### src/design/ctld_ram.sv
`timescale 1ns / 1ps
module ctld_ram #(
  parameter int WIDTH = 8,
  parameter int DEPTH = 16
) (
  input  logic                     clk_i,
  input  logic                     we_i,
  input  logic [$clog2(DEPTH)-1:0] waddr_i,
  input  logic [WIDTH-1:0]         wdata_i,
  input  logic [$clog2(DEPTH)-1:0] raddr_i,
  output logic [WIDTH-1:0]         rdata_o
);
  logic [WIDTH-1:0] mem_q [DEPTH];

  always_ff @(posedge clk_i) begin
    if (we_i) begin
      mem_q[waddr_i] <= wdata_i;
    end
    rdata_o <= mem_q[raddr_i];
  end
endmodule

### config.mk
export PLATFORM = sky130hd
export DESIGN_NAME = ctld_ram
export DESIGN_NICKNAME = d
export VERILOG_FILES = /design/src/design/ctld_ram.sv
export SDC_FILE = /design/constraint.sdc
export NUM_CORES = 1
export LEC_CHECK = 0
export ABC_AREA = 1
export BUFFER_PORTS_ARGS = -buffer_cell sky130_fd_sc_hd__buf_4
export CORE_MARGIN = 10
export CORE_UTILIZATION = 40
export DETAILED_ROUTE_END_ITERATION = 6
export PLACE_DENSITY_LB_ADDON = 0.12
export SYNTH_ARGS = -nofsm -noshare
export SYNTH_HDL_FRONTEND = slang
export SYNTH_SLANG_ARGS = --single-unit
### constraint.sdc
create_clock -name clk_i -period 1.8 [get_ports clk_i]
set_clock_uncertainty 0.05 [all_clocks]
set_input_delay 0.36 -clock clk_i [delete_from_list [all_inputs] [get_ports clk_i]]
set_output_delay 0.36 -clock clk_i [all_outputs]
set_load 0.05 [all_outputs]
## Word level (Yosys, flattened, before mapping)

Memories as Yosys holds them, arrays and structs flattened. A register that Yosys moved wholly into a read port is not among the register bits.
Index checks and enable logic that the tools add are counted.

- Register bits after elaboration: 0
- Logic and storage cells: 3
- Output and inout bits: 8
- Memories kept: 1
- Bits in writable memories: 128

- Multiplexer cells: 2

Memory list:

| memory | depth | width | rd ports | clocked after memory_dff | wr ports | RTL line | RTL |
|---|---|---|---|---|---|---|---|
| mem_q | 16 | 8 | 1 | 1 | 1 | 13 | `logic [WIDTH-1:0] mem_q [DEPTH];` |

Operators with widths:

| kind | number |
|---|---|
| $mux W1 | 2 |

## Depth between registers and ports, before layout

- Depth after elaboration: 2
- Mapped depth: 8

## Worst setup path before layout

Ideal clock, no wire load.

- Kind: input to register
- Start point: in waddr_i[2]
- End point: mem mem_q[10][0] (enable)
- Arrival time: 0.941 ns
- Data required time: 1.380 ns
- Path slack: 0.439 ns
- Library setup time: 0.370 ns
- Stages: 2
- Cell sequence: nand3b_1 > nor2_1

RTL lines:

| element | RTL line | RTL |
|---|---|---|
| from (decl) | 8 | `input logic [$clog2(DEPTH)-1:0] waddr_i,` |
| to (decl) | 13 |  |

Straight into the memory's write port.

## Final worst setup path

- Start point: reg rdata_o[7], read port of mem_q
- End point: out rdata_o[7]

RTL lines:

| element | RTL line | RTL |
|---|---|---|
| from (decl) | 11 | `output logic [WIDTH-1:0] rdata_o` |

No word-level cell between the ends.

==> impl_metrics.csv <==
group,metric,value,unit
synth,synth_area,5767,sq um
clock_network,clockBufferDepth,2,
route,firstDrtPassIters,4,
timing,drv_slew,0,
synth,yosysMostFrequentCell,"nand2_1",
job,drv_cap,0,
finish,drive_gt1_share,13.87,%
synth,yosysUniqueCellTypes,12,
timing,rsz0062_at_grt,"no",
synth,ys_warn_count,0,
finish,final_net_count,618,
hold_path,min_path_cells,1,
floorplan,io_pins,26,
route,vias_per_cell,4.696,
setup_path,crit_path_start_kind,"register",
synth,synth_flop_cell,"edfxtp_1",
setup_path,cp_cell_sequence,"buf_4",
finish,final_util,48.74,%
clock_network,cts_tree,"built",
synth,synth.area.top_cells,"edfxtp_1 67%, nand2_1 11%, nand3_1 8.4%, inv_1 6.5%, dfxtp_1 2.8%",
setup_path,crit_arrival,0.99,ns
pwr,internal_power,5.735,mW
grt,grt_overflow_total,0,
clock_network,cts_hold_buf,0,
finish,antennaDiodeCount,0,
route,drtIter0Drc,309,
timing,setup_viol,0,
hold_path,hold_end,"mem_q[4][1]$_DFFE_PP_",
timing,fmax,0.7129,GHz
setup_path,reg2reg_slack,0.75,ns
pwr,pwr-share-clk,44.5,%
hold_path,hold_start,"wdata_i[1]",
hold_path,min_path_type,"input port to register",
timing,max-slew-margin-rel,71.53,%
pwr,p_sw_share,22.10,%
synth,seq_area_frac_synth,69.43,%
floorplan,coreArea,13990,sq um
synth,avgSynthCellArea,10.47,sq um
clock_network,cts_resized,0,
synth,yosysTopAreaCellShare,66.65,%
clock_network,clkLatencyLatePin,0.42,ns
setup_path,reg2regPathDepth,6,
pwr,switching_power,1.627,mW
finish,syn2layout_area_growth,18.23,%
grt,antenna_found_initial,0,
clock_network,cts_max_level,4,
setup_path,crit_fanout,1,
route,avgRoutedWirePerCell,16.70,microns
grt,grt_pass1_wl,20.85,mm
route,drc,0,
route,ant_nets,0,
floorplan,die_y,140.1,microns
setup_path,cpMaxStageDelayCell,"dfxtp_1",
floorplan,die_w,140.1,microns
clock_network,cts_setup_buffers,0,
timing,worst_pin_slew,0.4270,ns
outcome,outcome,"finished clean",
setup_path,timing.critical_path.buf_inv,1,
setup_path,required,1.39,ns
synth,syn_inst,551,
floorplan,fp-row-count,43,
route,wirelength,13.25,mm
placed_design,place_hpwl,8.540,mm
synth,ys_ff_latch,136,
grt,grt_pass1_vias,3696,
pwr,power_frac_comb,7.2,%
pwr,p_leak,2.971,nW
timing,tns,0,ns
timing,min_period_over_period,77.93,%
synth,synth_commonest_cells,"173 x nand2_1, 128 x edfxtp_1, 100 x inv_1",
setup_path,crit_path_end_kind,"output port",
setup_path,r2r_start,"mem_q[15][2]$_DFFE_PP_",
clock_network,clockRootBuffer,"clkbuf_16",
synth,synth_nets,569,
floorplan,start_util,41.23,%
setup_path,critPathMaxStageDelay,0.36,ns
clock_network,cts.sinks,136,
grt,grt_max_degree,39,
placed_design,gp_congestion,0.7922,
synth,synth_top_cell_by_area,"edfxtp_1",
setup_path,critPathKind,"register to output port",
floorplan,die_area,19620,sq um
timing,finalHoldViolations,0,
setup_path,reg2reg_to,"rdata_o[2]$_DFF_P_",
pwr,power_density,1080,nW/um^2
grt,grt_util_all_layers,13.92,%
synth,synth_edf_count,128,
setup_path,crit_family,"flip-flops",
placed_design,port_buffers,25,
clock_network,path_clk_slew,0.06,ns
timing,min_period,1.403,ns
route,vias,3724,
clock_network,cts_made_buffers,17,
synth,async_flop_share,0,%
pwr,vdd_ir_drop_max,0.6554,mV
pwr,pwr-share-seq,48.4,%
-- stage by stage --
step | area (sq um) | setup WS, ns | hold slack [ns] | cells | total power [mW]
6_report | 6818 | 0.3973 | 0.2059 | 793 | 7.362
5_1_grt | 6818 | 0.3709 | 0.2166 | 793 | 7.621
4_1_cts | 6818 | 0.3540 | 0.2025 | 793 | 7.431
3_5_place_dp | 6256 | 0.1695 | 0.6193 | 761 | 4.164
3_3_place_gp | 6256 | 0.1876 | 0.6015 | 761 | 4.159
2_1_floorplan | 5767 | 0.4392 | 0.4089 | 551 | 3.946
-- worst max path at each step --
stage	start	end	slack [ns]	depth (start not counted)
after detailed placement	raddr_i[0]	rdata_o[1]$_DFF_P_	0.17	8
after floorplan	waddr_i[2]	mem_q[10][0]$_DFFE_PP_	0.44	2
after global routing	rdata_o[7]$_DFF_P_	rdata_o[7]	0.37	1
after global placement	raddr_i[0]	rdata_o[4]$_DFF_P_	0.19	8
final	rdata_o[7]$_DFF_P_	rdata_o[7]	0.40	1
after CTS	rdata_o[7]$_DFF_P_	rdata_o[7]	0.35	1
-- logic make-up after synthesis --
kind of cell	Yosys count	synth area share (%)
simple gates	289	21.05
flops	136	69.43
buf+inv	126	9.525
-- cell type report --
type                    instances  area (sq um)
inverters                     102         382.9
fillers                      1341          7171
repair buffers                 54         430.4
clock inverters                 8         70.07
clock buffers                  24         491.7
flip-flops and latches        136          4004
multi-input cells             289          1214
well taps                     180         225.2
-- sequential cells by signal (all words and copies together) (netlist names) --
register / count
mem_q: 128
rdata_o: 8
-- cells in the final DEF, fill, tap and decap left out --
cell type   count
inv_1         100
inv_2           2
bufinv_16       1
clkbuf_1        3
nor2_1         17
nand3b_1        2
buf_4          52
clkinv_2        5
clkbuf_8        4
nand2_1       173
buf_12          2
clkinvlp_4      2
nand3_1        97
clkbuf_16      17
edfxtp_1      128
dfxtp_1         8
-- power by group through the flow --
| stage | logic [mW] | registers, mW | clock network [mW] |
|---|---|---|---|
| finish | 0.527 | 3.56 | 3.27 |
| global route | 0.583 | 3.57 | 3.47 |
| CTS | 0.538 | 3.56 | 3.33 |
| detailed placement | 0.535 | 3.63 | 0 |
| global placement | 0.532 | 3.63 | 0 |
| floorplan | 0.250 | 3.70 | 0 |
-- per-layer routing --
layer | wire length, microns | vias up | global-route usage (%)
met2 | 6290 | 59 | 21.63
li1 | - | 1866 | -
met4 | 263 | 0 | 6.087
met3 | 350 | 25 | 3.076
met5 | 0 | - | 0
met1 | 6341 | 1774 | 18.25
No activity file was read; power rests on OpenSTA's default activity.
