===== config.mk =====
export PLATFORM = sky130hd
export DESIGN_NAME = ctld_seq
export DESIGN_NICKNAME = d
export VERILOG_FILES = /design/src/design/ctld_pkg.sv /design/src/design/ctld_utf8.sv /design/src/design/ctld_seq.sv
export SDC_FILE = /design/constraint.sdc
export NUM_CORES = 1
export LEC_CHECK = 0
export CORE_MARGIN = 1.5
export CORE_UTILIZATION = 35
export DETAILED_ROUTE_END_ITERATION = 8
export DONT_BUFFER_PORTS = 1
export GPL_TIMING_DRIVEN = 0
export PLACE_DENSITY = 0.55
export SKIP_CTS_REPAIR_TIMING = 1
export SLEW_MARGIN = 20
export SYNTH_ARGS = -nofsm -noshare
export SYNTH_HDL_FRONTEND = slang
export SYNTH_SLANG_ARGS = --single-unit

===== constraint.sdc =====
create_clock -name clk_i -period 5.7 [get_ports clk_i]
set_clock_uncertainty 0.2 [all_clocks]
set_input_delay 0.285 -clock clk_i [delete_from_list [all_inputs] [get_ports clk_i]]
set_output_delay 0.285 -clock clk_i [all_outputs]
set_load 0.05 [all_outputs]

===== src/design/ctld_pkg.sv =====
`timescale 1ns / 1ps
package ctld_pkg;

  localparam int INPUT_DEPTH  = 2048;
  localparam int OUTPUT_DEPTH = 16384;
  localparam int LINE_DEPTH   = 512;

  localparam int IAW = $clog2(INPUT_DEPTH);
  localparam int OAW = $clog2(OUTPUT_DEPTH);
  localparam int LAW = $clog2(LINE_DEPTH);

  localparam int EMIT_MAX = 5;
  localparam int EMW      = $clog2(EMIT_MAX + 1);

  localparam int FLAG_CANON  = 0;
  localparam int FLAG_ECHO   = 1;
  localparam int FLAG_ECHONL = 2;
  localparam int FLAG_SIG    = 3;
  localparam int FLAG_CRLF   = 4;

  localparam logic [7:0] CH_BS    = 8'h08;
  localparam logic [7:0] CH_LF    = 8'h0A;
  localparam logic [7:0] CH_CR    = 8'h0D;
  localparam logic [7:0] CH_ESC   = 8'h1B;
  localparam logic [7:0] CH_SP    = 8'h20;
  localparam logic [7:0] CH_DEL   = 8'h7F;
  localparam logic [7:0] CH_ETX   = 8'h03;
  localparam logic [7:0] CH_CARET = 8'h5E;
  localparam logic [7:0] CH_C     = 8'h43;
  localparam logic [7:0] CH_BSL   = 8'h5C;
  localparam logic [7:0] CH_LBR   = 8'h5B;
  localparam logic [7:0] CH_A     = 8'h41;
  localparam logic [7:0] CH_TILDE = 8'h7E;
  localparam logic [7:0] UTF_CONT_MASK = 8'hC0;
  localparam logic [7:0] UTF_CONT      = 8'h80;

  localparam logic [3:0] SK_NONE    = 4'd0;
  localparam logic [3:0] SK_LEFT    = 4'd4;
  localparam logic [3:0] SK_PGDN    = 4'd9;
  localparam logic [3:0] SK_F1      = 4'd10;
  localparam logic [3:0] SK_INVALID = 4'd15;

  localparam logic [7:0] MODE_RESET = 8'd27;
  localparam logic [7:0] INTR_RESET = 8'd3;
  localparam logic [7:0] QUIT_RESET = 8'd28;
  localparam logic [7:0] ERASE_RESET = 8'd127;
  localparam logic [7:0] KILL_RESET = 8'd21;
  localparam logic [7:0] EOF_RESET  = 8'd4;

  typedef enum logic [1:0] {
    OP_KEY    = 2'd0,
    OP_RD_IN  = 2'd1,
    OP_WR_OUT = 2'd2,
    OP_RD_OUT = 2'd3
  } op_e;

  typedef enum logic [1:0] {
    ST_OK    = 2'd0,
    ST_EMPTY = 2'd1,
    ST_FULL  = 2'd2,
    ST_EOF   = 2'd3
  } status_e;

  typedef enum logic [1:0] {
    SIG_NONE = 2'd0,
    SIG_INT  = 2'd1,
    SIG_QUIT = 2'd2
  } sig_e;

  typedef enum logic [2:0] {
    CFG_MODE  = 3'd0,
    CFG_INTR  = 3'd1,
    CFG_QUIT  = 3'd2,
    CFG_ERASE = 3'd3,
    CFG_KILL  = 3'd4,
    CFG_EOF   = 3'd5
  } cfg_idx_e;

  typedef enum logic [3:0] {
    S_IDLE, S_DECODE, S_EMIT, S_HRD, S_HWR, S_DRD, S_DCK, S_RDIN, S_RDOUT, S_FIN
  } state_e;

  typedef enum logic [1:0] {
    ACT_NONE, ACT_ERASE, ACT_KILL, ACT_NL
  } act_e;

  typedef struct packed {
    logic [4:0] mode;
    logic [7:0] intr;
    logic [7:0] quit;
    logic [7:0] erase;
    logic [7:0] kill;
    logic [7:0] eof;
  } cfg_t;

  typedef struct packed {
    logic [1:0] op;
    logic [7:0] key;
    logic [3:0] sk;
    logic [7:0] wb;
  } item_t;

  typedef struct packed {
    status_e    status;
    logic [7:0] data;
    logic       line_end;
    logic [1:0] sig;
    logic       input_ready;
    logic       output_pending;
  } res_t;

  typedef struct packed {
    logic           we;
    logic [IAW-1:0] waddr;
    logic [7:0]     wdata;
    logic [IAW-1:0] raddr;
  } in_req_t;

  typedef struct packed {
    logic           we;
    logic [OAW-1:0] waddr;
    logic [7:0]     wdata;
    logic [OAW-1:0] raddr;
  } out_req_t;

  typedef struct packed {
    logic           we;
    logic [LAW-1:0] waddr;
    logic [7:0]     wdata;
    logic [LAW-1:0] raddr;
  } line_req_t;

  function automatic logic [IAW-1:0] in_next(logic [IAW-1:0] p);
    return (p == IAW'(INPUT_DEPTH - 1)) ? '0 : p + 1'b1;
  endfunction

  function automatic logic [OAW-1:0] out_next(logic [OAW-1:0] p);
    return (p == OAW'(OUTPUT_DEPTH - 1)) ? '0 : p + 1'b1;
  endfunction

  function automatic logic [7:0] sk_digit(logic [3:0] sk);
    logic [7:0] d;
    unique case (sk)
      4'd5:    d = 8'h31;
      4'd6:    d = 8'h34;
      4'd7:    d = 8'h33;
      4'd8:    d = 8'h35;
      4'd9:    d = 8'h36;
      default: d = 8'h00;
    endcase
    return d;
  endfunction

  function automatic logic [15:0] cp_box(logic [5:0] i);
    logic [15:0] v;
    unique case (i)
      6'd0:  v = 16'h2591; 6'd1:  v = 16'h2592; 6'd2:  v = 16'h2593; 6'd3:  v = 16'h2502;
      6'd4:  v = 16'h2524; 6'd5:  v = 16'h2561; 6'd6:  v = 16'h2562; 6'd7:  v = 16'h2556;
      6'd8:  v = 16'h2555; 6'd9:  v = 16'h2563; 6'd10: v = 16'h2551; 6'd11: v = 16'h2557;
      6'd12: v = 16'h255D; 6'd13: v = 16'h255C; 6'd14: v = 16'h255B; 6'd15: v = 16'h2510;
      6'd16: v = 16'h2514; 6'd17: v = 16'h2534; 6'd18: v = 16'h252C; 6'd19: v = 16'h251C;
      6'd20: v = 16'h2500; 6'd21: v = 16'h253C; 6'd22: v = 16'h255E; 6'd23: v = 16'h255F;
      6'd24: v = 16'h255A; 6'd25: v = 16'h2554; 6'd26: v = 16'h2569; 6'd27: v = 16'h2566;
      6'd28: v = 16'h2560; 6'd29: v = 16'h2550; 6'd30: v = 16'h256C; 6'd31: v = 16'h2567;
      6'd32: v = 16'h2568; 6'd33: v = 16'h2564; 6'd34: v = 16'h2565; 6'd35: v = 16'h2559;
      6'd36: v = 16'h2558; 6'd37: v = 16'h2552; 6'd38: v = 16'h2553; 6'd39: v = 16'h256B;
      6'd40: v = 16'h256A; 6'd41: v = 16'h2518; 6'd42: v = 16'h250C; 6'd43: v = 16'h2588;
      6'd44: v = 16'h2584; 6'd45: v = 16'h258C; 6'd46: v = 16'h2590; 6'd47: v = 16'h2580;
      default: v = 16'h0000;
    endcase
    return v;
  endfunction

  function automatic logic [15:0] cp_tail(logic [3:0] i);
    logic [15:0] v;
    unique case (i)
      4'd0:  v = 16'h0401; 4'd1:  v = 16'h0451; 4'd2:  v = 16'h0404; 4'd3:  v = 16'h0454;
      4'd4:  v = 16'h0407; 4'd5:  v = 16'h0457; 4'd6:  v = 16'h040E; 4'd7:  v = 16'h045E;
      4'd8:  v = 16'h00B0; 4'd9:  v = 16'h2219; 4'd10: v = 16'h00B7; 4'd11: v = 16'h221A;
      4'd12: v = 16'h2116; 4'd13: v = 16'h00A4; 4'd14: v = 16'h25A0; 4'd15: v = 16'h00A0;
      default: v = 16'h0000;
    endcase
    return v;
  endfunction

  // code point of a CP866 byte from 0x80 up
  function automatic logic [15:0] cp866_code(logic [7:0] c);
    logic [15:0] v;
    logic [7:0]  boff;
    boff = c - 8'hB0;
    if (c < 8'hB0) begin
      v = 16'h0410 + {8'h00, c - 8'h80};
    end else if (c < 8'hE0) begin
      v = cp_box(boff[5:0]);
    end else if (c < 8'hF0) begin
      v = 16'h0440 + {8'h00, c - 8'hE0};
    end else begin
      v = cp_tail(c[3:0]);
    end
    return v;
  endfunction

endpackage


===== src/design/ctld_utf8.sv =====
`timescale 1ns / 1ps
module ctld_utf8 import ctld_pkg::*; (
  input  logic [7:0]      char_i,
  output logic [2:0][7:0] bytes_o,
  output logic [1:0]      count_o
);
  logic [15:0] cp;

  assign cp = cp866_code(char_i);

  always_comb begin
    bytes_o = '0;
    count_o = 2'd1;
    if (char_i < 8'h80) begin
      bytes_o[0] = char_i;
    end else if (cp < 16'h0800) begin
      bytes_o[0] = 8'hC0 | {3'b000, cp[10:6]};
      bytes_o[1] = 8'h80 | {2'b00, cp[5:0]};
      count_o    = 2'd2;
    end else begin
      bytes_o[0] = 8'hE0 | {4'h0, cp[15:12]};
      bytes_o[1] = 8'h80 | {2'b00, cp[11:6]};
      bytes_o[2] = 8'h80 | {2'b00, cp[5:0]};
      count_o    = 2'd3;
    end
  end
endmodule


===== src/design/ctld_seq.sv =====
`timescale 1ns / 1ps
module ctld_seq import ctld_pkg::*; (
  input  logic       clk_i,
  input  logic       rst_ni,
  input  cfg_t       cfg_i,
  input  logic       item_valid_i,
  output logic       item_ready_o,
  input  item_t      item_i,
  output logic       res_valid_o,
  input  logic       res_ready_i,
  output res_t       res_o,
  output in_req_t    in_req_o,
  input  logic [7:0] in_rdata_i,
  output out_req_t   out_req_o,
  input  logic [7:0] out_rdata_i,
  output line_req_t  line_req_o,
  input  logic [7:0] line_rdata_i
);
  state_e         state_q, state_d;
  act_e           act_q, act_d;
  item_t          item_q, item_d;
  logic [IAW-1:0] in_head_q, in_head_d, in_tail_q, in_tail_d;
  logic [OAW-1:0] out_head_q, out_head_d, out_tail_q, out_tail_d;
  logic [LAW-1:0] len_q, len_d, hidx_q, hidx_d;
  logic           eof_q, eof_d;
  logic [7:0]     emit_byte_q [EMIT_MAX];
  logic [7:0]     emit_byte_d [EMIT_MAX];
  logic [EMIT_MAX-1:0] emit_in_q, emit_in_d, emit_out_q, emit_out_d, emit_line_q, emit_line_d;
  logic [EMW-1:0] emit_cnt_q, emit_cnt_d, emit_idx_q, emit_idx_d;
  status_e        status_q, status_d;
  logic [7:0]     data_q, data_d;
  logic           lend_q, lend_d;
  logic [1:0]     sig_q, sig_d;

  logic [7:0]      c1, c2, ch;
  logic [2:0][7:0] u8;
  logic [1:0]      nu;
  logic            canon, echo_on, in_full, out_full, fits;
  logic [LAW+1:0]  fill;

  assign canon    = cfg_i.mode[FLAG_CANON];
  assign echo_on  = cfg_i.mode[FLAG_ECHO];
  assign in_full  = (in_next(in_head_q) == in_tail_q);
  assign out_full = (out_next(out_head_q) == out_tail_q);

  // key mapping: backspace to DEL, Enter to CR, then CR to LF when enabled
  assign c1 = (item_q.key == CH_BS) ? CH_DEL : item_q.key;
  assign c2 = (c1 == CH_LF) ? CH_CR : c1;
  assign ch = (c2 == CH_CR && cfg_i.mode[FLAG_CRLF]) ? CH_LF : c2;

  ctld_utf8 u_utf8 (
    .char_i  (ch),
    .bytes_o (u8),
    .count_o (nu)
  );

  assign fill = {2'b00, len_q} + (LAW+2)'(nu);
  assign fits = (fill < (LAW+2)'(LINE_DEPTH));

  assign item_ready_o = (state_q == S_IDLE);
  assign res_valid_o  = (state_q == S_FIN);

  always_comb begin
    res_o.status         = status_q;
    res_o.data           = data_q;
    res_o.line_end       = lend_q;
    res_o.sig            = sig_q;
    res_o.input_ready    = (in_head_q != in_tail_q) || eof_q;
    res_o.output_pending = (out_head_q != out_tail_q);
  end

  always_comb begin
    state_d     = state_q;
    act_d       = act_q;
    item_d      = item_q;
    in_head_d   = in_head_q;
    in_tail_d   = in_tail_q;
    out_head_d  = out_head_q;
    out_tail_d  = out_tail_q;
    len_d       = len_q;
    hidx_d      = hidx_q;
    eof_d       = eof_q;
    emit_byte_d = emit_byte_q;
    emit_in_d   = emit_in_q;
    emit_out_d  = emit_out_q;
    emit_line_d = emit_line_q;
    emit_cnt_d  = emit_cnt_q;
    emit_idx_d  = emit_idx_q;
    status_d    = status_q;
    data_d      = data_q;
    lend_d      = lend_q;
    sig_d       = sig_q;

    in_req_o.we      = 1'b0;
    in_req_o.waddr   = in_head_q;
    in_req_o.wdata   = '0;
    in_req_o.raddr   = in_tail_q;
    out_req_o.we     = 1'b0;
    out_req_o.waddr  = out_head_q;
    out_req_o.wdata  = item_q.wb;
    out_req_o.raddr  = out_tail_q;
    line_req_o.we    = 1'b0;
    line_req_o.waddr = len_q;
    line_req_o.wdata = '0;
    line_req_o.raddr = (state_q == S_DRD) ? len_q - 1'b1 : hidx_q;

    unique case (state_q)
      S_IDLE: begin
        if (item_valid_i) begin
          item_d   = item_i;
          status_d = ST_OK;
          data_d   = '0;
          lend_d   = 1'b0;
          sig_d    = SIG_NONE;
          act_d    = ACT_NONE;
          state_d  = S_DECODE;
        end
      end
      S_DECODE: begin
        emit_idx_d  = '0;
        emit_cnt_d  = '0;
        emit_in_d   = '0;
        emit_out_d  = '0;
        emit_line_d = '0;
        state_d     = S_FIN;
        unique case (op_e'(item_q.op))
          OP_KEY: begin
            if (item_q.sk == SK_INVALID) begin
              state_d = S_FIN;
            end else if (item_q.sk != SK_NONE) begin
              if (!canon) begin
                // escape sequence straight to the input ring
                emit_byte_d[0] = CH_ESC;
                emit_byte_d[1] = CH_LBR;
                emit_in_d      = '1;
                if (item_q.sk <= SK_LEFT) begin
                  emit_byte_d[2] = CH_A + {4'h0, item_q.sk} - 8'd1;
                  emit_cnt_d     = EMW'(3);
                end else if (item_q.sk <= SK_PGDN) begin
                  emit_byte_d[2] = sk_digit(item_q.sk);
                  emit_byte_d[3] = CH_TILDE;
                  emit_cnt_d     = EMW'(4);
                end else begin
                  emit_byte_d[2] = CH_LBR;
                  emit_byte_d[3] = CH_A + {4'h0, item_q.sk - SK_F1};
                  emit_cnt_d     = EMW'(4);
                end
                state_d = S_EMIT;
              end
            end else if (cfg_i.mode[FLAG_SIG] && (ch == cfg_i.intr || ch == cfg_i.quit)) begin
              len_d          = '0;
              sig_d          = (ch == cfg_i.intr) ? SIG_INT : SIG_QUIT;
              emit_byte_d[0] = CH_CARET;
              emit_byte_d[1] = (ch == CH_ETX) ? CH_C : CH_BSL;
              emit_byte_d[2] = CH_LF;
              emit_out_d     = '1;
              emit_cnt_d     = echo_on ? EMW'(3) : '0;
              state_d        = S_EMIT;
            end else if (!canon) begin
              for (int i = 0; i < 3; i++) begin
                emit_byte_d[i] = u8[i];
              end
              emit_in_d  = '1;
              emit_out_d = echo_on ? '1 : '0;
              emit_cnt_d = EMW'(nu);
              state_d    = S_EMIT;
            end else if (ch == cfg_i.erase || ch == CH_DEL) begin
              if (len_q != '0) begin
                act_d   = ACT_ERASE;
                state_d = S_DRD;
              end
            end else if (ch == cfg_i.kill) begin
              act_d   = ACT_KILL;
              state_d = S_DRD;
            end else if (ch == cfg_i.eof) begin
              if (len_q == '0) begin
                eof_d = 1'b1;
              end
              hidx_d  = '0;
              state_d = S_HRD;
            end else if (ch == CH_LF) begin
              act_d   = ACT_NL;
              hidx_d  = '0;
              state_d = S_HRD;
            end else if (ch >= CH_SP && ch != CH_DEL && fits) begin
              for (int i = 0; i < 3; i++) begin
                emit_byte_d[i] = u8[i];
              end
              emit_line_d = '1;
              emit_out_d  = echo_on ? '1 : '0;
              emit_cnt_d  = EMW'(nu);
              state_d     = S_EMIT;
            end
          end
          OP_RD_IN: begin
            if (in_head_q != in_tail_q) begin
              state_d = S_RDIN;
            end else if (eof_q) begin
              eof_d    = 1'b0;
              status_d = ST_EOF;
            end else begin
              status_d = ST_EMPTY;
            end
          end
          OP_WR_OUT: begin
            if (!out_full) begin
              out_req_o.we = 1'b1;
              out_head_d   = out_next(out_head_q);
            end else begin
              status_d = ST_FULL;
            end
          end
          OP_RD_OUT: begin
            if (out_head_q != out_tail_q) begin
              state_d = S_RDOUT;
            end else begin
              status_d = ST_EMPTY;
            end
          end
          default: state_d = S_FIN;
        endcase
      end
      S_EMIT: begin
        if (emit_idx_q == emit_cnt_q) begin
          state_d = (act_q == ACT_KILL && len_q != '0) ? S_DRD : S_FIN;
        end else begin
          // one list entry per cycle; full rings drop it
          if (emit_in_q[emit_idx_q] && !in_full) begin
            in_req_o.we    = 1'b1;
            in_req_o.wdata = emit_byte_q[emit_idx_q];
            in_head_d      = in_next(in_head_q);
          end
          if (emit_out_q[emit_idx_q] && !out_full) begin
            out_req_o.we    = 1'b1;
            out_req_o.wdata = emit_byte_q[emit_idx_q];
            out_head_d      = out_next(out_head_q);
          end
          if (emit_line_q[emit_idx_q]) begin
            line_req_o.we    = 1'b1;
            line_req_o.wdata = emit_byte_q[emit_idx_q];
            len_d            = len_q + 1'b1;
          end
          emit_idx_d = emit_idx_q + 1'b1;
        end
      end
      S_HRD: begin
        if (hidx_q == len_q) begin
          len_d = '0;
          if (act_q == ACT_NL) begin
            act_d          = ACT_NONE;
            emit_byte_d[0] = CH_LF;
            emit_in_d      = EMIT_MAX'(1);
            emit_out_d     = (echo_on || cfg_i.mode[FLAG_ECHONL]) ? EMIT_MAX'(1) : '0;
            emit_line_d    = '0;
            emit_idx_d     = '0;
            emit_cnt_d     = EMW'(1);
            state_d        = S_EMIT;
          end else begin
            state_d = S_FIN;
          end
        end else begin
          state_d = S_HWR;
        end
      end
      S_HWR: begin
        if (!in_full) begin
          in_req_o.we    = 1'b1;
          in_req_o.wdata = line_rdata_i;
          in_head_d      = in_next(in_head_q);
        end
        hidx_d  = hidx_q + 1'b1;
        state_d = S_HRD;
      end
      S_DRD: begin
        // rubout list for the character being dropped
        emit_byte_d[0] = CH_BS;
        emit_byte_d[1] = CH_SP;
        emit_byte_d[2] = CH_BS;
        emit_in_d      = '0;
        emit_out_d     = '1;
        emit_line_d    = '0;
        emit_idx_d     = '0;
        emit_cnt_d     = echo_on ? EMW'(3) : '0;
        if (len_q == '0) begin
          state_d = S_FIN;
        end else if (len_q == LAW'(1)) begin
          len_d   = '0;
          state_d = S_EMIT;
        end else begin
          state_d = S_DCK;
        end
      end
      S_DCK: begin
        len_d   = len_q - 1'b1;
        state_d = ((line_rdata_i & UTF_CONT_MASK) == UTF_CONT) ? S_DRD : S_EMIT;
      end
      S_RDIN: begin
        data_d    = in_rdata_i;
        lend_d    = canon && (in_rdata_i == CH_LF);
        in_tail_d = in_next(in_tail_q);
        state_d   = S_FIN;
      end
      S_RDOUT: begin
        data_d     = out_rdata_i;
        out_tail_d = out_next(out_tail_q);
        state_d    = S_FIN;
      end
      S_FIN: begin
        if (res_ready_i) begin
          state_d = S_IDLE;
        end
      end
      default: state_d = S_IDLE;
    endcase
  end

  always_ff @(posedge clk_i or negedge rst_ni) begin
    if (!rst_ni) begin
      state_q    <= S_IDLE;
      act_q      <= ACT_NONE;
      in_head_q  <= '0;
      in_tail_q  <= '0;
      out_head_q <= '0;
      out_tail_q <= '0;
      len_q      <= '0;
      eof_q      <= 1'b0;
      emit_cnt_q <= '0;
      emit_idx_q <= '0;
    end else begin
      state_q    <= state_d;
      act_q      <= act_d;
      in_head_q  <= in_head_d;
      in_tail_q  <= in_tail_d;
      out_head_q <= out_head_d;
      out_tail_q <= out_tail_d;
      len_q      <= len_d;
      eof_q      <= eof_d;
      emit_cnt_q <= emit_cnt_d;
      emit_idx_q <= emit_idx_d;
    end
  end

  always_ff @(posedge clk_i) begin
    item_q      <= item_d;
    hidx_q      <= hidx_d;
    emit_byte_q <= emit_byte_d;
    emit_in_q   <= emit_in_d;
    emit_out_q  <= emit_out_d;
    emit_line_q <= emit_line_d;
    status_q    <= status_d;
    data_q      <= data_d;
    lend_q      <= lend_d;
    sig_q       <= sig_d;
  end
endmodule


* Yosys cells after proc, flatten, opt, wreduce, memory -nomap -nowiden *
Memories as Yosys holds them, arrays and structs flattened.
Cells that the tools add are included.
W data, S select, Z words.

storage, ports and cells
  output and inout bits = 112
  bits in registers = 163
  ROM bits = 896
  memories = 2
  word-level logic and storage cells = 419
  input bits = 95

memory list
  memory            words  width  read ports  clocked after Yosys merged registers in  write ports  line             source
  (name not given)  64     11     1           0                                        0            ctld_pkg.sv:156  unique case (i)
  (name not given)  16     12     1           0                                        0            ctld_pkg.sv:176  unique case (i)

cells by class
  mux-type cells = 218
  order comparisons = 11
  equal/unequal tests = 90
  add/subtract/negate cells = 18
  reductions and logical operators = 50
  bitwise logic cells = 4

operator list
  cell                     count
  $mux W24                 8
  $mux W8                  22
  $mux W9                  19
  $mux W5                  33
  $mux W14                 7
  $mux W32                 3
  $mux W16                 5
  $mux W4                  19
  $mux W2                  31
  $mux W11                 5
  $ne A2 B2 Y1 const B     27
  $pmux W8 S3              2
  $pmux W5 S3              3
  $pmux W9 S5              1
  $eq A8 B4 Y1 const B     5
  $eq A8 B8 Y1             5
  $mux W3                  12
  $pmux W4 S9              1
  $lt A8 B8 Y1 const B     4
  $pmux W16 S2             1
  $pmux W6 S5              1
  $add A14 B1 Y14 const B  2
  $eq A14 B14 Y1 const B   2
  $eq A4 B3 Y1 const B     7
  73 further kinds         166

* Logic depth before layout (Yosys ltp) *
Gate-level depths: netlist (run 1).

  depth in word-level cells = 29
  gate-level depth with buffers = 16
  gate-level depth less buffers = 13

* Modules after synthesis *
Synthesis (run 1) repeated with hierarchy kept, for this count alone.

second synthesis, totals
  cell total of the unflattened synthesis = 1464
  area, all modules = 12523.3 µm²

modules (own cells, without submodules)
  module     times used  cells each  sequential area each (µm²)  area an instance (µm²)
  ctld_seq   1           1258        4174.0                      11054.4
  ctld_utf8  1           206         0.0                         1468.9

* Worst setup path after synthesis (run 1) *
Ideal clock, no wire load.

  path kind = register -> register
  from = register item_q[17] (netlist name)
  to = register emit_byte_q[16] (netlist name) (enable)
  path buffers = 1
  data required time = 5.086 ns
  cell stages (with the launch flop) = 15
  path slack = 0.428 ns
  arrival time = 4.658 ns
  path through = edfxtp_1 > nor4b_1 > o211ai_2 > nand2_1 > inv_2 > clkbuf_1 > ha_1 > and3b_1 > mux2i_1 > o21ai_1 > a31oi_1 > o211ai_1 > nor4_2 > nor3_1 > o31ai_1

on the way
  cells in the longest elaborated chain, start to end = 20
  elaborated cells between the ends (all ways) = 46
  those cells by class = add/sub (6); order compare (7); eq/ne (16); mux (8); reduce/logical (7); memory (2)

RTL lines
  what                                  line             source
  start: declaration                    ctld_seq.sv:21   item_t item_q, item_d;
  start signal: assignment              ctld_seq.sv:344  item_q <= item_d;
  $eq A8 B4 Y1                          ctld_seq.sv:47   assign c1 = (item_q.key == CH_BS) ? CH_DEL : item_q.key;
  $mux W8 *                             ctld_seq.sv:47
  $eq A8 B4 Y1                          ctld_seq.sv:48   assign c2 = (c1 == CH_LF) ? CH_CR : c1;
  $mux W8 *                             ctld_seq.sv:48
  $eq A8 B4 Y1                          ctld_seq.sv:49   assign ch = (c2 == CH_CR && cfg_i.mode[FLAG_CRLF]) ? CH_LF : c2;
  $logic_and A1 B1 Y1                   ctld_seq.sv:49
  $mux W8 *                             ctld_seq.sv:49
  $sub A8 B8 Y8                         ctld_pkg.sv:196  v = 16'h0440 + {8'h00, c - 8'hE0};
  (+4 left out)                         --
  $lt A16 B12 Y1                        ctld_utf8.sv:16  end else if (cp < 16'h0800) begin
  $mux W1                               ctld_utf8.sv:16
  $mux W2                               ctld_utf8.sv:14  if (char_i < 8'h80) begin
  $add A9 B2 Y10                        ctld_seq.sv:57   assign fill = {2'b00, len_q} + (LAW+2)'(nu);
  $lt A10 B10 Y1                        ctld_seq.sv:58   assign fits = (fill < (LAW+2)'(LINE_DEPTH));
  $logic_and A1 B1 Y1                   ctld_seq.sv:185  end else if (ch >= CH_SP && ch != CH_DEL && fits) begin
  $ne A4 B4 Y1 (no source line)         --
  $reduce_and A9 Y1 (no source line) *  --
  end signal: assignment                ctld_seq.sv:346  emit_byte_q <= emit_byte_d;
  end: declaration                      ctld_seq.sv:26   logic [7:0] emit_byte_q [EMIT_MAX];

Every way passes the cells marked *; elsewhere a longest branch is shown, timed or not.
A chain may end at the register's enable or synchronous reset.

* Worst setup path after layout (run 1) *
  from = register item_q[19] (netlist name)
  to = register emit_byte_q[36] (netlist name) (enable)

on the way
  cells in the longest elaborated chain, start to end = 20
  elaborated cells between the ends (all ways) = 46
  those cells by class = add/sub (6); order compare (7); eq/ne (16); mux (8); reduce/logical (7); memory (2)

RTL lines
  what                                   line
  $eq A8 B4 Y1                           ctld_seq.sv:47
  $mux W8 *                              ctld_seq.sv:47
  $eq A8 B4 Y1                           ctld_seq.sv:48
  $mux W8 *                              ctld_seq.sv:48
  $eq A8 B4 Y1                           ctld_seq.sv:49
  $logic_and A1 B1 Y1                    ctld_seq.sv:49
  $mux W8 *                              ctld_seq.sv:49
  $sub A8 B8 Y8                          ctld_pkg.sv:196
  (+4 left out)                          --
  $lt A16 B12 Y1                         ctld_utf8.sv:16
  $mux W1                                ctld_utf8.sv:16
  $mux W2                                ctld_utf8.sv:14
  $add A9 B2 Y10                         ctld_seq.sv:57
  $lt A10 B10 Y1                         ctld_seq.sv:58
  $logic_and A1 B1 Y1                    ctld_seq.sv:185
  $ne A4 B4 Y1 (no source line)          --
  $reduce_and A11 Y1 (no source line) *  --

Marked as above.

==> results.yml, run 1 <==
outcome:
  status: "finished with violations"
  violations: "hold timing"
floorplanning:
  start_util: 0.358
  dieArea_mm2: 0.0368
  num_rows: 68
  die_w_um: 192
  io_pins: 207
  core-area_mm2: 0.0348
  die_height_um: 192
setup_path:
  path_delay_family: "compound AO/OA/AOI/OAI gates"
  crit_fanout: 10
  crit_chain: "clkbuf_1, nor4b_4, buf_4, a31oi_1, inv_1, ha_1, a211oi_2, o21ai_1, a31oi_1, o211ai_1, nor4_4, o31ai_1, a21oi_2"
  crit_buf_inv: 3
  rrSetupSlack_ns: 0.50
  endpoint_kind: "register"
  crit_type: "register to register"
  worstPathArrival_ns: 5.09
  cp_slowest_cell: "a31oi_1"
  critical_path.max_stage_delay_ns: 0.57
  start_kind: "register"
  worst_r2r_path_depth: 13
  required_ns: 5.58
  r2r-start: "item_q[19]"
  r2r-end: "emit_byte_q[36]"
  crit_top_cell: "a31oi_1"
logic_synthesis:
  synth_top_area_share: 0.190
  synth_area_leaders: "edfxtp_1 19%, dfrtp_1 14%, xnor2_1 5.1%"
  synth_common_cells: "142 x nor2_1, 115 x nand2_1, 79 x edfxtp_1"
  yosysWarnings: 0
  ys_seq_elements: 151
  ys_seq_area_frac: 0.335
  synthArstFlopShare: 0.477
  yosysTopAreaCell: "edfxtp_1"
  synthMostInstantiatedCell: "nor2_1"
  synth_edf_count: 79
  synth_cell_types: 101
  synthesis.nets: 1574
  synthCells: 1441
  avgSynthCellArea_um2: 8.65
  syn_area_mm2: 0.0125
  ys.flop_type: "edfxtp_1"
route:
  vias_per_cell: 5.88
  via_count: 11600
  ant_nets: 0
  dr.pass1.iters: 5
  wl_um: 41300
  drc: 0
  drtIter0Drc: 1023
  routedWlPerCell_um: 20.9
clocking:
  root_buffer: "clkbuf_16"
  cts_tree: "built"
  cts.clk_slew.worst_paths_ns: 0.08
  clk_latency_ns: 0.45
  clock-sinks: 151
  cts_made_buffers: 17
  clockBufferDepth: 2
  cts_max_level: 4
finish:
  stdcell_area_mm2: 0.0141
  fin_util: 0.406
  syn_to_final_growth_pct: 13.4
  nets: 1638
  stdcell_count: 1974
  layout-drive-gt1-share: 0.0903
timing:
  hold_viol: 1
  fin_crit_sh: 0.913
  fin_setup_tns_ns: 0
  report.final.slew_viol_count: 0
  holdWs_ns: -0.00342
  rsz0062_at_grt: "false"
  tightestPinTransition_ns: 1.16
  slew_headroom: 0.224
  fmax_ghz: 0.192
  setup_viol: 0
  period_needed_ns: 5.20
grt:
  grt_use_total: 0.221
  grt_max_degree: 73
  grt-ovfl-total: 0
  grt_pass1_wl_um: 62900
  grt_pass1_vias: 10700
  grt_antenna_before_repair: 0
placed_design:
  place_area_mm2: 0.0131
  io_buffers: 0
  dpl.cell_count: 1898
  gp_congestion: 0.952
  place_hpwl_um: 31300
min_path:
  hold_class: "input port to register"
  min_to: "emit_out_q[0]"
  hold_start: "cfg_i[41]"
  hold_depth: 2
power_and_ir_drop:
  p_leak_nw: 5.45
  power_density_mw_per_mm2: 480
  net-switching-power_mw: 3.50
  p_int_mw: 3.29
  pwr-share-seq: 0.301
  total_power_mw: 6.79
  max-vdd-ir-drop_uv: 313
  clkPwrFrac: 0.163
  comb_power_share: 0.536
  swShare: 0.516
flow_run:
  cap_violations: 0
-- worst max path at each step --
stage	startpoint	end	slack [ns]	cells past startpoint
after floorplan	item_q[17]	emit_byte_q[16]	0.43	14
after global placement	item_q[19]	emit_byte_q[20]	-1.27	16
after detailed placement	item_q[19]	emit_byte_q[34]	0.07	16
after CTS	item_q[19]	emit_byte_q[34]	0.01	16
after global routing	item_q[19]	emit_byte_q[36]	0.25	14
final	item_q[19]	emit_byte_q[36]	0.50	13
-- kinds of logic after synthesis --
family	synth area share
adder cells (fa/ha/maj)	0.0381
AO/OA/AOI/OAI	0.201
flip-flops	0.335
buffers and inverters	0.0548
AND/OR/NAND/NOR	0.234
multiplexers	0.0398
XOR/XNOR	0.0974
-- layout make-up --
class | instances | area (µm²)
fillers | 3483 | 20700
multi-input cells | 1127 | 7670
flip-flops and latches | 151 | 4170
well taps | 455 | 569
repair buffers | 46 | 497
plain buffers | 111 | 488
clock buffers | 18 | 429
inverters | 51 | 191
clock inverters | 14 | 118
diodes | 1 | 2.50
-- through the flow --
step	hold slack [ns]	worst slack [ns]
after floorplan	-0.211	0.428
after global placement	-0.209	-1.27
after detailed placement	-0.209	0.0711
after CTS	-0.694	0.0140
after global routing	0.00399	0.254
final	-0.00342	0.499
-- power groups by stage --
stage          Sequential [mW]  Combinational, mW  Clock (mW)
3_3_place_gp              2.07               3.44           0
4_1_cts                   2.04               3.52        1.13
2_1_floorplan             1.97               2.61           0
3_5_place_dp              2.06               3.51           0
6_report                  2.04               3.64        1.11
5_1_grt                   2.08               3.93        1.18
-- per-layer routing --
layer / vias to the layer above / share of wire / global-route usage
met5: - / 0 / 0
met1: 5604 / 0.43 / 0.288
li1: 5443 / - / -
met3: 62 / 0.079 / 0.0473
met2: 500 / 0.47 / 0.361
met4: 0 / 0.020 / 0.0709
-- cell usage in the layout (no fill, tap or decap), types with 22 or more instances in the layout --
master	count
a21oi_1	60
buf_2	27
clkbuf_1	73
dfrtp_1	72
dlygate4sd3_1	43
edfxtp_1	79
ha_1	38
inv_1	48
nand2_1	115
nand3_1	54
nand4_1	22
nor2_1	141
nor2b_1	24
nor3_1	50
o21ai_0	67
xnor2_1	73
xor2_1	58
-- registers in the layout (all words and copies together) (netlist names) --
signal / count
emit_byte_q: 30
item_q: 22
out_head_q: 14
out_tail_q: 14
in_head_q: 11
in_tail_q: 11
hidx_q: 9
len_q: 9
data_q: 8
state_q: 4
emit_cnt_q: 3
emit_idx_q: 3
act_q: 2
emit_in_q: 2
emit_out_q: 2
sig_q: 2
status_q: 2
emit_line_q: 1
eof_q: 1
lend_q: 1
No activity file was read; power rests on OpenSTA's default activity.
==> run 2, diff against run 1 <==
--- a/config.mk
+++ b/config.mk
@@ -10,7 +10,7 @@
 export DETAILED_ROUTE_END_ITERATION = 8
 export DONT_BUFFER_PORTS = 1
 export GPL_TIMING_DRIVEN = 0
-export PLACE_DENSITY = 0.55
+export PLACE_DENSITY = 0.46
 export SKIP_CTS_REPAIR_TIMING = 1
 export SLEW_MARGIN = 20
 export SYNTH_ARGS = -nofsm -noshare
==> run 2 against run 1 <==
Net effect:
- the flow now finishes without violations
- sequential share of layout area about the same
- first-iteration DRC count down 28%
- sequential power about the same
- non-clock buffer count unchanged
- final cell count about the same
- critical path depth up 1
- flip-flop and latch count unchanged
==> results.yml, run 2 (same netlist as run 1, synthesis figures left out) <==
outcome:
  status: "finished clean"
route:
  drc: 0
  ant_nets: 0
  drtIter0Drc: 736
  dr.pass1.iters: 5
  vias_per_cell: 5.83
  routedWlPerCell_um: 22.2
  via_count: 11500
  wl_um: 43800
finish:
  regMostFlops: "emit_byte_q"
  top_regs: "emit_byte_q: 30 flops, item_q: 22 flops"
  mostFrequentLayoutCells: "141 x nor2_1, 115 x nand2_1, 79 x edfxtp_1"
  stdcell_area_mm2: 0.0142
  n_fill_cell: 3587
  diodes: 0
  stdcell_count: 1973
  final_common_cell: "nor2_1"
  nets: 1638
  layout-drive-gt1-share: 0.0896
  syn_to_final_growth_pct: 13.6
  largest_register_ffs: 30
power_and_ir_drop:
  p_leak_nw: 5.45
  power_density_mw_per_mm2: 486
  max-vdd-ir-drop_uv: 293
  total_power_mw: 6.89
grt:
  grt_max_degree: 73
  grt_pass1_wl_um: 65900
  grt-ovfl-total: 0
  grt_antenna_before_repair: 0
  grt_use_total: 0.235
  grt_pass1_vias: 10900
timing:
  report.final.slew_viol_count: 0
  slew_headroom: 0.282
  holdWs_ns: 0.00442
  hold_viol: 0
  rsz0062_at_grt: "false"
  tightestPinTransition_ns: 1.07
  fmax_ghz: 0.185
  fin_crit_sh: 0.948
  setup_viol: 0
  setup_slack_ns: 0.299
  period_needed_ns: 5.40
placed_design:
  place_ws_ns: -0.262
  dpl.cell_count: 1898
  io_buffers: 0
  place_hpwl_um: 33300
  gp_congestion: 0.956
  place_area_mm2: 0.0131
clocking:
  cts_tree: "built"
  clockBufferDepth: 2
  root_buffer: "clkbuf_16"
  clk_latency_ns: 0.45
  clock-sinks: 151
  cts.clk_slew.worst_paths_ns: 0.07
  cts_made_buffers: 17
  cts_max_level: 4
floorplanning:
  dieArea_mm2: 0.0368
  core-area_mm2: 0.0348
  start_util: 0.358
  die_height_um: 192
  die_w_um: 192
  num_rows: 68
  io_pins: 207
setup_path:
  start_kind: "register"
  endpoint_kind: "register"
  crit_fanout: 14
  crit_type: "register to register"
  worstPathArrival_ns: 5.36
  required_ns: 5.66
min_path:
  hold_class: "input port to register"
flow_run:
  cap_violations: 0
-- run 2: cell types whose count changed in the layout (fill, tap and decap cells not counted), moves of 2 or more --
cell,change
inv_8,-4
bufinv_16,+2
clkbuf_1,+2
clkinv_2,+2
clkinv_4,-2
inv_4,-2
-- run 2: through the flow --
stage	util	TNS, ns
2_1_floorplan	-	0
3_3_place_gp	0.375	-28.10
3_5_place_dp	0.377	-3.52
4_1_cts	0.393	-4.23
5_1_grt	0.407	0
6_report	0.407	0
-- run 2: cell type report --
| class | count | area [µm²] | area share |
|---|---|---|---|
| buffer | 111 | 488 | 0.0345 |
| clock buffer | 20 | 437 | 0.0308 |
| clock inverter | 12 | 129 | 0.00910 |
| inverter | 51 | 191 | 0.0135 |
| multi-input combinational | 1127 | 7670 | 0.542 |
| sequential | 151 | 4170 | 0.295 |
| tap | 455 | 569 | 0.0402 |
| timing repair buffer | 46 | 497 | 0.0351 |
-- run 2: power breakdown --
group | internal, mW | switching (mW) | total (mW)
registers | 1.52 | 0.525 | 2.04
logic | 1.20 | 2.49 | 3.69
clock network | 0.644 | 0.509 | 1.15
-- run 2: final timing paths --
path	start	end	slack, ns	depth (start not counted)
setup / recovery	item_q[17]	emit_byte_q[18]	0.30	14
max in group asynchronous	rst_ni	emit_cnt_q[0]	4.79	2
min in group asynchronous	rst_ni	out_head_q[7]	0.19	2
hold reg to reg	emit_cnt_q[2]	emit_cnt_q[2]	0.32	2
hold / removal	in_rdata_i[7]	lend_q	0.004	2
setup reg to reg	item_q[17]	emit_byte_q[18]	0.30	14
-- run 2: worst max-delay path: stages (launching register included) --
cell and delay [ns]:
edfxtp_1 0.49, nor4b_1 0.59, o211ai_2 0.33, nand2_1 0.17
inv_2 0.17, ha_1 0.32, and3b_1 0.19, mux2i_1 0.38
o21ai_1 0.38, a31oi_1 0.28, o211ai_1 0.21, nor4_4 0.52
nor3_1 0.18, o31ai_4 0.46, buf_6 0.22
-- run 2: metal layers --
metal / part of all wire / vias up / GRT usage
li1: - / 5434 / -
met1: 0.44 / 5591 / 0.311
met2: 0.48 / 433 / 0.393
met3: 0.061 / 50 / 0.0418
met4: 0.017 / 0 / 0.0628
met5: 0 / - / 0
==> run 3, diff against run 2 <==
--- a/config.mk
+++ b/config.mk
@@ -10,7 +10,6 @@
 export DETAILED_ROUTE_END_ITERATION = 8
 export DONT_BUFFER_PORTS = 1
 export GPL_TIMING_DRIVEN = 0
-export PLACE_DENSITY = 0.46
 export SKIP_CTS_REPAIR_TIMING = 1
 export SLEW_MARGIN = 20
 export SYNTH_ARGS = -nofsm -noshare
==> constraint.sdc (replaced) <==
create_clock -name clk_i -period 5.7 [get_ports clk_i]
set_clock_uncertainty 0.2 [all_clocks]
set_input_delay 0 -clock clk_i [delete_from_list [all_inputs] [get_ports clk_i]]
set_output_delay 0 -clock clk_i [all_outputs]
set_load 0.05 [all_outputs]
==> run 3 against run 2 <==
Net effect:
- the run now ends with hold timing left
- via count rose by 3.1%
- total power fell by 0.17%
- combinational power hardly changed
- critical path depth grew 3
==> results.yml, run 3 (same netlist as run 1, synthesis figures left out) <==
outcome:
  status: "finished with violations"
  violations: "hold timing"
route:
  vias_per_cell: 5.92
  ant_nets: 0
  drtIter0Drc: 1015
  wl_um: 41300
  dr.pass1.iters: 7
  routedWlPerCell_um: 20.6
  drc: 0
  via_count: 11900
timing:
  setup_slack_ns: 0.386
  rsz0062_at_grt: "false"
  holdWs_ns: -0.0102
  fmax_ghz: 0.188
  slew_headroom: 0.295
  tightestPinTransition_ns: 1.05
  fin_crit_sh: 0.932
  fin_setup_tns_ns: 0
  setup_viol: 0
  period_needed_ns: 5.31
  report.final.slew_viol_count: 0
  hold_viol: 3
placed_design:
  place_hpwl_um: 31100
  io_buffers: 0
  gp_congestion: 0.960
  place_ws_ns: 0.120
grt:
  grt_pass1_vias: 11100
  grt_max_degree: 73
  grt_pass1_wl_um: 62800
  grt-ovfl-total: 0
  grt_use_total: 0.219
  grt_antenna_before_repair: 0
finish:
  regMostFlops: "emit_byte_q"
  diodes: 0
  nets: 1669
  mostFrequentLayoutCells: "141 x nor2_1, 115 x nand2_1, 79 x edfxtp_1"
  syn_to_final_growth_pct: 16.2
  top_regs: "emit_byte_q: 30 flops, item_q: 22 flops"
  layout-drive-gt1-share: 0.0891
  final_common_cell: "nor2_1"
  largest_register_ffs: 30
power_and_ir_drop:
  p_leak_nw: 5.60
  power_density_mw_per_mm2: 475
  max-vdd-ir-drop_uv: 310
  total_power_mw: 6.88
min_path:
  hold_class: "input port to register"
setup_path:
  crit_chain: "buf_2, nor4b_4, a21o_1, buf_2, nand2_1, inv_2, clkbuf_1, ha_1, and3b_1, mux2i_1, o21ai_1, a31oi_1, o211ai_1, nor4_4, nor3_1, o31ai_4, buf_6"
  start_kind: "register"
  crit_type: "register to register"
  crit_top_cell: "buf_2"
  required_ns: 5.64
  critical_path.max_stage_delay_ns: 0.51
  crit_fanout: 16
  endpoint_kind: "register"
  worstPathArrival_ns: 5.25
  cp_slowest_cell: "nor4_4"
floorplanning:
  die_height_um: 192
  num_rows: 68
  start_util: 0.358
  io_pins: 207
  dieArea_mm2: 0.0368
  core-area_mm2: 0.0348
  die_w_um: 192
clocking:
  cts_max_level: 4
  cts_tree: "built"
  clk_latency_ns: 0.44
  root_buffer: "clkbuf_16"
  clock-sinks: 151
  cts.clk_slew.worst_paths_ns: 0.07
  cts_made_buffers: 17
  clockBufferDepth: 2
flow_run:
  cap_violations: 0
[run 3: path summary, 6_finish.rpt]
kind	to	startpoint	cells past startpoint	slack (ns)
worst max-delay path	emit_byte_q[17]	item_q[15]	17	0.39
worst min-delay path	sig_q[0]	item_valid_i	3	-0.01
worst max register to register	emit_byte_q[17]	item_q[15]	17	0.39
worst min register to register	emit_cnt_q[2]	emit_cnt_q[2]	2	0.32
max in group asynchronous	len_q[4]	rst_ni	3	4.97
min in group asynchronous	out_head_q[6]	rst_ni	3	0.01
[run 3: metal layers]
layer	global-route usage	share of wire
met4	0.0655	0.021
met5	0	0
met3	0.0468	0.079
met1	0.279	0.42
met2	0.368	0.48
[run 3: area by class of cell]
type	count	area, µm²
buffer	112	492
clock inverter	15	153
multi-input combinational	1127	7670
sequential	151	4170
clock buffer	17	425
timing repair buffer	76	815
tap	455	569
fill	3466	20300
inverter	51	191
[run 3: critical path, delay by kind of cell (launching register included)]
family / cells / cell delay (ns)
mux: 1 / 0.35
fa+ha+maj: 1 / 0.20
buf+inv: 5 / 1.32
simple gates: 5 / 1.43
compound gates: 5 / 1.18
flops: 1 / 0.32
[run 3: stage by stage]
step | util | std cells | cell area [µm²]
after global placement | 0.375 | 1896 | 13000
final | 0.416 | 2004 | 14500
after global routing | 0.416 | 2004 | 14500
after detailed placement | 0.377 | 1898 | 13100
after floorplan | - | 1441 | 12500
after CTS | 0.393 | 1930 | 13700
[run 3: power breakdown]
part / switching (mW) / total (mW) / internal (mW)
Sequential: 0.531 / 2.05 / 1.52
Combinational: 2.45 / 3.67 / 1.22
Clock: 0.538 / 1.16 / 0.621
Total: 3.52 / 6.88 / 3.35
